`config.mk`:
```
export PLATFORM = sky130hd
export DESIGN_NAME = modexp_prime_check_flat
export DESIGN_NICKNAME = d
export VERILOG_FILES = /design/src/rtl/mpc_pkg.sv /design/src/rtl/mpc_if.sv /design/src/rtl/mpc_mulmod.sv /design/src/rtl/modexp_prime_check.sv /design/src/flat_wrapper.sv
export SDC_FILE = /design/constraint.sdc
export NUM_CORES = 1
export LEC_CHECK = 0
export BUFFER_PORTS_ARGS = -buffer_cell sky130_fd_sc_hd__buf_4
export CORE_UTILIZATION = 49
export DETAILED_ROUTE_END_ITERATION = 8
export HOLD_SLACK_MARGIN = 0.06
export PLACE_DENSITY = 0.66
export SLEW_MARGIN = 10
export SYNTH_ARGS = -nofsm -noshare
export SYNTH_HDL_FRONTEND = slang
export SYNTH_SLANG_ARGS = --single-unit
```
`constraint.sdc`:
```
create_clock -name i_clk -period 16.7 [get_ports i_clk]
set_input_delay 3.34 -clock i_clk [delete_from_list [all_inputs] [get_ports i_clk]]
set_output_delay 3.34 -clock i_clk [all_outputs]
set_load 0.1 [all_outputs]
```
`src/rtl/mpc_pkg.sv`:
```
// package: widths, types and sequencer states for the modular exponent and prime check block
`default_nettype none
package mpc_pkg;

    localparam int VALUE_BITS = 16;
    localparam int BIT_CNT_W  = $clog2(VALUE_BITS + 1);
    localparam int DIV_W      = (VALUE_BITS + 1) / 2 + 2;
    localparam int DSQ_W      = VALUE_BITS + 2;

    typedef logic [VALUE_BITS-1:0] t_value;
    typedef logic [BIT_CNT_W-1:0]  t_bit_cnt;
    typedef logic [DIV_W-1:0]      t_div;
    typedef logic [DSQ_W-1:0]      t_dsq;

    typedef enum logic [2:0] {
        S_IDLE,
        S_SQB,
        S_BIT,
        S_MUL,
        S_SQR,
        S_PCHK,
        S_DIV,
        S_DONE
    } t_state;

    typedef struct packed {
        logic   start;
        t_value a;
        t_value b;
        t_value m;
    } t_mm_req;

    typedef struct packed {
        logic   done;
        t_value result;
    } t_mm_rsp;

endpackage
`default_nettype wire

```
`src/rtl/mpc_if.sv`:
```
// interfaces: input and output valid/ready channels of the block
`default_nettype none
interface mpc_in_if;
    logic                valid;
    logic                ready;
    mpc_pkg::t_value     base;
    mpc_pkg::t_value     exponent;
    mpc_pkg::t_value     modulus;

    modport source (output valid, output base, output exponent, output modulus, input ready);
    modport sink   (input valid, input base, input exponent, input modulus, output ready);
endinterface

interface mpc_out_if;
    logic                valid;
    logic                ready;
    mpc_pkg::t_value     residue;
    logic                is_prime;
    logic                bad_modulus;

    modport source (output valid, output residue, output is_prime, output bad_modulus, input ready);
    modport sink   (input valid, input residue, input is_prime, input bad_modulus, output ready);
endinterface
`default_nettype wire

```
`src/rtl/mpc_mulmod.sv`:
```
// serial modular multiplier: a*b mod m, one bit of b per cycle, msb first
`default_nettype none
module mpc_mulmod (
    input  wire logic             i_clk,
    input  wire logic             i_rst_n,
    input  wire mpc_pkg::t_mm_req i_req,
    output mpc_pkg::t_mm_rsp      o_rsp
);

    localparam int VB = mpc_pkg::VALUE_BITS;

    logic                 r_busy, n_busy;
    logic                 r_done, n_done;
    mpc_pkg::t_bit_cnt    r_cnt, n_cnt;
    mpc_pkg::t_value      r_acc, n_acc;
    mpc_pkg::t_value      r_a, n_a;
    mpc_pkg::t_value      r_b, n_b;
    mpc_pkg::t_value      r_m, n_m;

    logic [VB:0]          w_dbl;
    logic [VB:0]          w_dbl_red;
    logic [VB:0]          w_sum;
    logic [VB:0]          w_sum_red;

    always_comb begin
        w_dbl     = {r_acc, 1'b0};
        w_dbl_red = (w_dbl >= {1'b0, r_m}) ? (w_dbl - {1'b0, r_m}) : w_dbl;
        w_sum     = w_dbl_red + (r_b[VB-1] ? {1'b0, r_a} : '0);
        w_sum_red = (w_sum >= {1'b0, r_m}) ? (w_sum - {1'b0, r_m}) : w_sum;
    end

    always_comb begin
        n_busy = r_busy;
        n_done = 1'b0;
        n_cnt  = r_cnt;
        n_acc  = r_acc;
        n_a    = r_a;
        n_b    = r_b;
        n_m    = r_m;
        if (i_req.start) begin
            n_busy = 1'b1;
            n_cnt  = mpc_pkg::t_bit_cnt'(VB);
            n_acc  = '0;
            n_a    = i_req.a;
            n_b    = i_req.b;
            n_m    = i_req.m;
        end else if (r_busy) begin
            n_acc = w_sum_red[VB-1:0];
            n_b   = {r_b[VB-2:0], 1'b0};
            n_cnt = r_cnt - 1'b1;
            if (r_cnt == mpc_pkg::t_bit_cnt'(1)) begin
                n_busy = 1'b0;
                n_done = 1'b1;
            end
        end
    end

    always_ff @(posedge i_clk) begin
        if (!i_rst_n) begin
            r_busy <= 1'b0;
            r_done <= 1'b0;
        end else begin
            r_busy <= n_busy;
            r_done <= n_done;
        end
        r_cnt <= n_cnt;
        r_acc <= n_acc;
        r_a   <= n_a;
        r_b   <= n_b;
        r_m   <= n_m;
    end

    assign o_rsp.done   = r_done;
    assign o_rsp.result = r_acc;

endmodule
`default_nettype wire

```
`src/rtl/modexp_prime_check.sv`:
```
// top level: square-and-multiply modular exponentiation followed by a trial-division prime test
//
// usage: one transaction on i_in (base, exponent, modulus) gives one transaction on o_out
// (residue, is_prime, bad_modulus). i_in.ready is high only while the block is idle; one
// item is worked at a time. all modular products and remainders run through one serial modular
// multiplier, so the exponent loop costs one product for the base reduction plus, per exponent
// bit, one squaring and, for a set bit, one extra multiply.
// the prime test then runs one remainder through the same multiplier per divisor d with
// d*d <= residue, up to 254 divisors at 16 bits.
// a zero modulus skips the multiplier and goes straight to the result.
// the result is held on o_out until the receiver takes it; while o_out is stalled no
// new transaction is accepted. synchronous active-low reset returns the sequencer to
// idle and drops o_out.valid; no other state needs clearing.
`default_nettype none
module modexp_prime_check (
    input  wire logic i_clk,
    input  wire logic i_rst_n,
    mpc_in_if.sink    i_in,
    mpc_out_if.source o_out
);

    localparam int VB = mpc_pkg::VALUE_BITS;

    mpc_pkg::t_state   r_state, n_state;
    mpc_pkg::t_value   r_e, n_e;
    mpc_pkg::t_value   r_m, n_m;
    mpc_pkg::t_value   r_acc, n_acc;
    mpc_pkg::t_value   r_sq, n_sq;
    mpc_pkg::t_bit_cnt r_bit, n_bit;
    mpc_pkg::t_div     r_d, n_d;
    mpc_pkg::t_dsq     r_dsq, n_dsq;
    logic              r_prime, n_prime;
    logic              r_bad, n_bad;

    mpc_pkg::t_mm_req  w_req;
    mpc_pkg::t_mm_rsp  w_rsp;
    mpc_pkg::t_value   w_one_in;

    mpc_mulmod u_mulmod (
        .i_clk   (i_clk),
        .i_rst_n (i_rst_n),
        .i_req   (w_req),
        .o_rsp   (w_rsp)
    );

    assign w_one_in = (i_in.modulus == mpc_pkg::t_value'(1)) ? '0 : mpc_pkg::t_value'(1);

    always_comb begin
        n_state     = r_state;
        n_e         = r_e;
        n_m         = r_m;
        n_acc       = r_acc;
        n_sq        = r_sq;
        n_bit       = r_bit;
        n_d         = r_d;
        n_dsq       = r_dsq;
        n_prime     = r_prime;
        n_bad       = r_bad;
        w_req.start = 1'b0;
        w_req.a     = r_sq;
        w_req.b     = r_sq;
        w_req.m     = r_m;
        case (r_state)
            mpc_pkg::S_IDLE: begin
                if (i_in.valid) begin
                    if (i_in.modulus == '0) begin
                        n_acc   = '0;
                        n_prime = 1'b0;
                        n_bad   = 1'b1;
                        n_state = mpc_pkg::S_DONE;
                    end else begin
                        n_e         = i_in.exponent;
                        n_m         = i_in.modulus;
                        n_acc       = w_one_in;
                        n_bad       = 1'b0;
                        w_req.start = 1'b1;
                        w_req.a     = w_one_in;
                        w_req.b     = i_in.base;
                        w_req.m     = i_in.modulus;
                        n_state     = mpc_pkg::S_SQB;
                    end
                end
            end
            mpc_pkg::S_SQB: begin
                if (w_rsp.done) begin
                    n_sq    = w_rsp.result;
                    n_bit   = '0;
                    n_state = mpc_pkg::S_BIT;
                end
            end
            mpc_pkg::S_BIT: begin
                if (r_bit == mpc_pkg::t_bit_cnt'(VB)) begin
                    n_d     = mpc_pkg::t_div'(2);
                    n_dsq   = mpc_pkg::t_dsq'(4);
                    n_state = mpc_pkg::S_PCHK;
                end else if (r_e[0]) begin
                    w_req.start = 1'b1;
                    w_req.a     = r_acc;
                    n_state     = mpc_pkg::S_MUL;
                end else begin
                    w_req.start = 1'b1;
                    n_state     = mpc_pkg::S_SQR;
                end
            end
            mpc_pkg::S_MUL: begin
                if (w_rsp.done) begin
                    n_acc       = w_rsp.result;
                    w_req.start = 1'b1;
                    n_state     = mpc_pkg::S_SQR;
                end
            end
            mpc_pkg::S_SQR: begin
                if (w_rsp.done) begin
                    n_sq    = w_rsp.result;
                    n_e     = {1'b0, r_e[VB-1:1]};
                    n_bit   = r_bit + 1'b1;
                    n_state = mpc_pkg::S_BIT;
                end
            end
            mpc_pkg::S_PCHK: begin
                if (r_acc < mpc_pkg::t_value'(2)) begin
                    n_prime = 1'b0;
                    n_state = mpc_pkg::S_DONE;
                end else if (r_dsq > mpc_pkg::t_dsq'(r_acc)) begin
                    n_prime = 1'b1;
                    n_state = mpc_pkg::S_DONE;
                end else begin
                    w_req.start = 1'b1;
                    w_req.a     = mpc_pkg::t_value'(1);
                    w_req.b     = r_acc;
                    w_req.m     = mpc_pkg::t_value'(r_d);
                    n_state     = mpc_pkg::S_DIV;
                end
            end
            mpc_pkg::S_DIV: begin
                if (w_rsp.done) begin
                    if (w_rsp.result == '0) begin
                        n_prime = 1'b0;
                        n_state = mpc_pkg::S_DONE;
                    end else begin
                        n_d     = r_d + 1'b1;
                        n_dsq   = r_dsq + mpc_pkg::t_dsq'({r_d, 1'b0}) + 1'b1;
                        n_state = mpc_pkg::S_PCHK;
                    end
                end
            end
            mpc_pkg::S_DONE: begin
                if (o_out.ready) begin
                    n_state = mpc_pkg::S_IDLE;
                end
            end
            default: begin
                n_state = mpc_pkg::S_IDLE;
            end
        endcase
    end

    always_ff @(posedge i_clk) begin
        if (!i_rst_n) begin
            r_state <= mpc_pkg::S_IDLE;
        end else begin
            r_state <= n_state;
        end
        r_e     <= n_e;
        r_m     <= n_m;
        r_acc   <= n_acc;
        r_sq    <= n_sq;
        r_bit   <= n_bit;
        r_d     <= n_d;
        r_dsq   <= n_dsq;
        r_prime <= n_prime;
        r_bad   <= n_bad;
    end

    assign i_in.ready        = i_rst_n && (r_state == mpc_pkg::S_IDLE);
    assign o_out.valid       = i_rst_n && (r_state == mpc_pkg::S_DONE);
    assign o_out.residue     = r_acc;
    assign o_out.is_prime    = r_prime;
    assign o_out.bad_modulus = r_bad;

endmodule
`default_nettype wire

```
`src/flat_wrapper.sv`:
```
// flat-port wrapper written by rule: the top's interface ports become plain ports
module modexp_prime_check_flat 
  (i_clk, i_rst_n, i_in_valid, i_in_base, i_in_exponent, i_in_modulus, i_in_ready, o_out_valid, o_out_residue, o_out_is_prime, o_out_bad_modulus, o_out_ready);
  mpc_in_if i_in_i ();
  mpc_out_if o_out_i ();
  input  wire logic i_clk;
  input  wire logic i_rst_n;
  input wire logic [$bits(i_in_i.valid)-1:0] i_in_valid;
  input wire logic [$bits(i_in_i.base)-1:0] i_in_base;
  input wire logic [$bits(i_in_i.exponent)-1:0] i_in_exponent;
  input wire logic [$bits(i_in_i.modulus)-1:0] i_in_modulus;
  output wire logic [$bits(i_in_i.ready)-1:0] i_in_ready;
  output wire logic [$bits(o_out_i.valid)-1:0] o_out_valid;
  output wire logic [$bits(o_out_i.residue)-1:0] o_out_residue;
  output wire logic [$bits(o_out_i.is_prime)-1:0] o_out_is_prime;
  output wire logic [$bits(o_out_i.bad_modulus)-1:0] o_out_bad_modulus;
  input wire logic [$bits(o_out_i.ready)-1:0] o_out_ready;
  assign i_in_i.valid = i_in_valid;
  assign i_in_i.base = i_in_base;
  assign i_in_i.exponent = i_in_exponent;
  assign i_in_i.modulus = i_in_modulus;
  assign i_in_ready = i_in_i.ready;
  assign o_out_valid = o_out_i.valid;
  assign o_out_residue = o_out_i.residue;
  assign o_out_is_prime = o_out_i.is_prime;
  assign o_out_bad_modulus = o_out_i.bad_modulus;
  assign o_out_i.ready = o_out_ready;
  modexp_prime_check u_core (.i_clk(i_clk), .i_rst_n(i_rst_n), .i_in(i_in_i), .o_out(o_out_i));
endmodule
```
# Yosys cells after proc, flatten, opt, wreduce, memory -nomap -nowiden
# Index checks and enable logic that the tools add are counted.
dict set report totals {
  regBits 173
  input_bits 52
}
dict set report classes {
  add_sub_neg 8
  n_lt_le_gt_ge 4
  n_eq_ne 23
  muxes 59
  bitwise_logic 3
  reduce_logical 22
}
# op n
set ops {}
lappend ops {{two-way mux 49 bit} 4}
lappend ops {{two-way mux 16 bit} 11}
lappend ops {{one-hot mux 16 bit (2 select lines)} 2}
lappend ops {{one-hot mux 32 bit (2 select lines)} 1}
lappend ops {{two-way mux 18 bit} 3}
lappend ops {{one-hot mux 16 bit (3 select lines)} 1}
lappend ops {{one-hot mux 18 bit (2 select lines)} 1}
lappend ops {{>= comparator 17 x 16 -> 1 bit} 2}
lappend ops {{two-way mux 17 bit} 2}
lappend ops {{zero test 16 bit} 2}
lappend ops {{two-way mux 10 bit} 3}
lappend ops {{two-way mux 3 bit} 8}
lappend ops {{one-hot mux 3 bit (7 select lines)} 1}
lappend ops {{one-hot mux 10 bit (2 select lines)} 1}
lappend ops {{adder 18 x 1 -> 18 bit (second input constant)} 1}
lappend ops {{adder 18 x 11 -> 18 bit} 1}
lappend ops {{> comparator 18 x 16 -> 1 bit} 1}
lappend ops {{adder 17 x 16 -> 17 bit} 1}
lappend ops {{subtractor 17 x 16 -> 17 bit} 1}
lappend ops {{== test 16 x 1 -> 1 bit (second input constant)} 1}
lappend ops {{less-than comparator 16 x 2 -> 1 bit (second input constant)} 1}
lappend ops {{!= test 2 bit (second input constant)} 8}
lappend ops {{subtractor 16 bit} 1}
lappend ops {{two-way mux 1 bit} 15}
lappend ops {{other kinds (27)} 46}

# Logic depth before layout (Yosys ltp)
dict set report depth {
  word_depth 6
  mapped_depth 29
  depth_no_buf 26
}

# By module
# A second synthesis with hierarchy kept.
dict set report hier_totals {
  cells_unflattened 1132
  area_unflattened_um2 11427.2
}
# mod n_inst cells_each area_per_inst_um2 seq_area_each_um2
set by_module_without_submodules {}
lappend by_module_without_submodules {modexp_prime_check 1 585 6138.4 3032.9}
lappend by_module_without_submodules {mpc_mulmod 1 547 5288.8 1901.8}

# Worst setup path after synthesis
# OpenSTA, ideal clock, no wires.
dict set report synth_timing {
  kind {input -> output}
  from {input port i_rst_n}
  to {output port i_in_ready}
  t_arrival_ns 6.387
  required_time_ns 13.360
  slack_ns 6.973
  stages 1
  path_buffers 0
  path_cell_list {nor4b_1}
}
dict set report synth_via {
  elab_chain_cells 1
}
# element line
set synth_lines {}
lappend synth_lines {{from (decl)} flat_wrapper.sv:7} ;# input wire logic i_rst_n;
lappend synth_lines {{logical AND 1 bit} modexp_prime_check.sv:175} ;# assign i_in.ready = i_rst_n && (r_state == mpc_pkg::S_IDLE);
lappend synth_lines {{to (decl)} flat_wrapper.sv:12} ;# output wire logic [$bits(i_in_i.ready)-1:0] i_in_ready;
# Every way passes these cells.

# Worst setup path after layout
# Same ends and word-level chain as after synthesis.

==> results by group <==
Critical path
  – Crit. End Element: output pin
  – Worst Path Arrival: approximately 4 ns
  – Crit Path Class: input port to output pin
  – WP data required: around 13 ns
  – Worst setup SP type: input port
  – Critical-path maximum fanout: 7

Synthesis
  – Seq/Total Area, Yosys: 0.441
  – Number of flops mapped to enable cells by yosys: 147
  – Synth Warn #: 0
  – Most common flop cell mapped by yosys: edfxtp_1
  – Mapped Area: ~11000 um^2
  – Netlist cell types: 82
  – Count leader, synth: edfxtp_1
  – Yosys top cell by area: edfxtp_1
  – Share of the synthesized area in the top cell type: 0.394
  – Largest cells by area after synthesis: edfxtp_1 39%, ha_1 8.9%, dfxtp_1 4.6%
  – Synth Register Bits: 173
  – Post-synth top cells: 147 x edfxtp_1, 84 x nor2_1, 80 x ha_1, 78 x a21oi_1, 72 x inv_1
  – Cells after Synth: 1115
  – Post-Syn Nets: ~1300
  – Post-synth ARST share: 0
  – Syn_area_per_cell: 10.0 um^2

Cells and area
  – # diodes: 0
  – P&R area growth vs syn: 12.3%
  – Fin nets: 1304
  – Register with the most flip-flops: u_core.r_dsq
  – Largest register FFs: 18
  – Fillers: 1922
  – Share of layout cells above drive strength 1: 0.136

STA
  – Skew final: 0.0161 ns
  – RSZ-0062 raised after global routing: false
  – Final Setup Violations: 0
  – Fmax: 136 MHz
  – Slew @ Worst Pin: between 1 and 1.5 ns
  – Max-slew headroom: 0.255
  – Final Slew Violations: 0
  – Post-Route Setup TNS: 0 ns
  – Final period util: 0.441
  – Final hold vios: 0
  – Fin crit period: about 7.4 ns

Clocking
  – CTS Hold Bufs: 0
  – Post-cts gate resize count: 0
  – Clk sinks: 173
  – H-Tree Depth: 4
  – CTS tree: yes
  – CTS max path bufs: 2
  – Setup repair bufs after CTS: 0
  – Root buf cell: clkbuf_16
  – Clock transition at path regs: 0.08 ns
  – Number of buffers created by CTS: 17
  – Skew-Pair Late Insertion Delay: 0.44 ns

Placed design
  – Routability cong.: 0.881
  – Number of port buffers: 71
  – Detail Placement HPWL: 21300 um

Routing
  – Total wire length: 28500 um
  – Antenna Violating Nets Remaining: 0
  – Via Count: 8992
  – 1st-iter DRT viols: 1007
  – Vias per Instance: 6.15
  – DRT Pass-1 Iters: 8
  – Drt wl/cell: 19.5 um
  – # DRC: 0

GRT
  – Initial antenna violation count: 0
  – Largest net degree at the start of global routing: 51
  – GR Util All Layers: 0.249
  – First-pass GRT wire length: 45400 um
  – Number of global-route vias before repair: 8219
  – Total grt overflow: 0

Die
  – Io pins: 72
  – Chip Width: roughly 150 um
  – Core Box Area: approximately 22000 um^2
  – Die ar.: around 23000 um^2
  – Chip Height: about 150 um
  – FP Rows: 54
  – Initial Util: 0.507

Run status
  – Status: finished, final reports clean

Min path
  – Worst Hold Class: flip-flop to flip-flop

Flow run
  – Max cap viols: 0
metal layers:
metal / GRT usage / wire [um]
met2: 0.364 / 12500
met3: 0.0332 / 1800
met4: 0.0798 / 599
met1: 0.378 / 13600
met5: 0 / 0
path summary, 6_finish.rpt:
check,from,to,slack (ns),cells after the start
hold reg to reg,u_core.u_mulmod.r_cnt[1],u_core.u_mulmod.r_cnt[1],0.51,2
setup / recovery,i_rst_n,i_in_ready,9.33,3
hold / removal,u_core.u_mulmod.r_cnt[1],u_core.u_mulmod.r_cnt[1],0.51,2
setup reg to reg,u_core.u_mulmod.r_acc[10],u_core.u_mulmod.r_acc[2],10.19,25
cell type report:
type / instances / area, um^2 / share of cell area
repair buffers: 84 / 631 / 0.0502
multi-input cells: 820 / 5770 / 0.459
inverters: 72 / 270 / 0.0215
clock inverters: 15 / 189 / 0.0150
flip-flops and latches: 173 / 4930 / 0.392
well taps: 280 / 350 / 0.0279
clock buffers: 17 / 425 / 0.0338
critical path: stages:
cell	delay (ns)
buf_4	0.12
nor4b_1	0.22
buf_4	0.34
stage by stage:
step | setup slack, ns | util | instances | hold slack [ns] | instance area, um^2
floorplan | 6.97 | - | 1115 | 0.466 | 11200
global placement | 9.30 | 0.541 | 1429 | 0.487 | 12000
detailed placement | 9.32 | 0.541 | 1429 | 0.491 | 12000
CTS | 9.32 | 0.569 | 1461 | 0.505 | 12600
global route | 9.25 | 0.569 | 1461 | 0.552 | 12600
finish | 9.33 | 0.569 | 1461 | 0.512 | 12600
placed cells by master (no fill, tap or decap), drive strengths merged, types with 9 or more instances in the layout:
| cell type | n |
|---|---|
| o21ai | 70 |
| xnor2 | 34 |
| nand3 | 38 |
| a21oi | 78 |
| o21a | 11 |
| mux2 | 18 |
| nor2 | 84 |
| and2 | 21 |
| clkbuf | 17 |
| dfxtp | 26 |
| a22o | 16 |
| nand4 | 12 |
| xor2 | 21 |
| nor2b | 9 |
| a222oi | 26 |
| edfxtp | 147 |
| a31oi | 19 |
| or3 | 9 |
| a21o | 18 |
| buf | 84 |
| nand2 | 56 |
| nor4 | 14 |
| nand2b | 16 |
| and3 | 30 |
| a211oi | 14 |
| inv | 79 |
| nor3 | 27 |
| o211ai | 11 |
| ha | 80 |
cell families (layout without fill, tap and decap cells):
kind of cell,Yosys count,after routing,synth area share
flops,173,173,0.441
simple gates,341,341,0.156
mux,19,19,0.0190
buf+inv,122,188,0.0442
xor+xnor,55,55,0.0444
compound gates,321,321,0.200
fa+ha+maj,84,84,0.0965
Power is not shown: default switching activity piles up to over one toggle a cycle in this logic, so the estimate is an artifact.
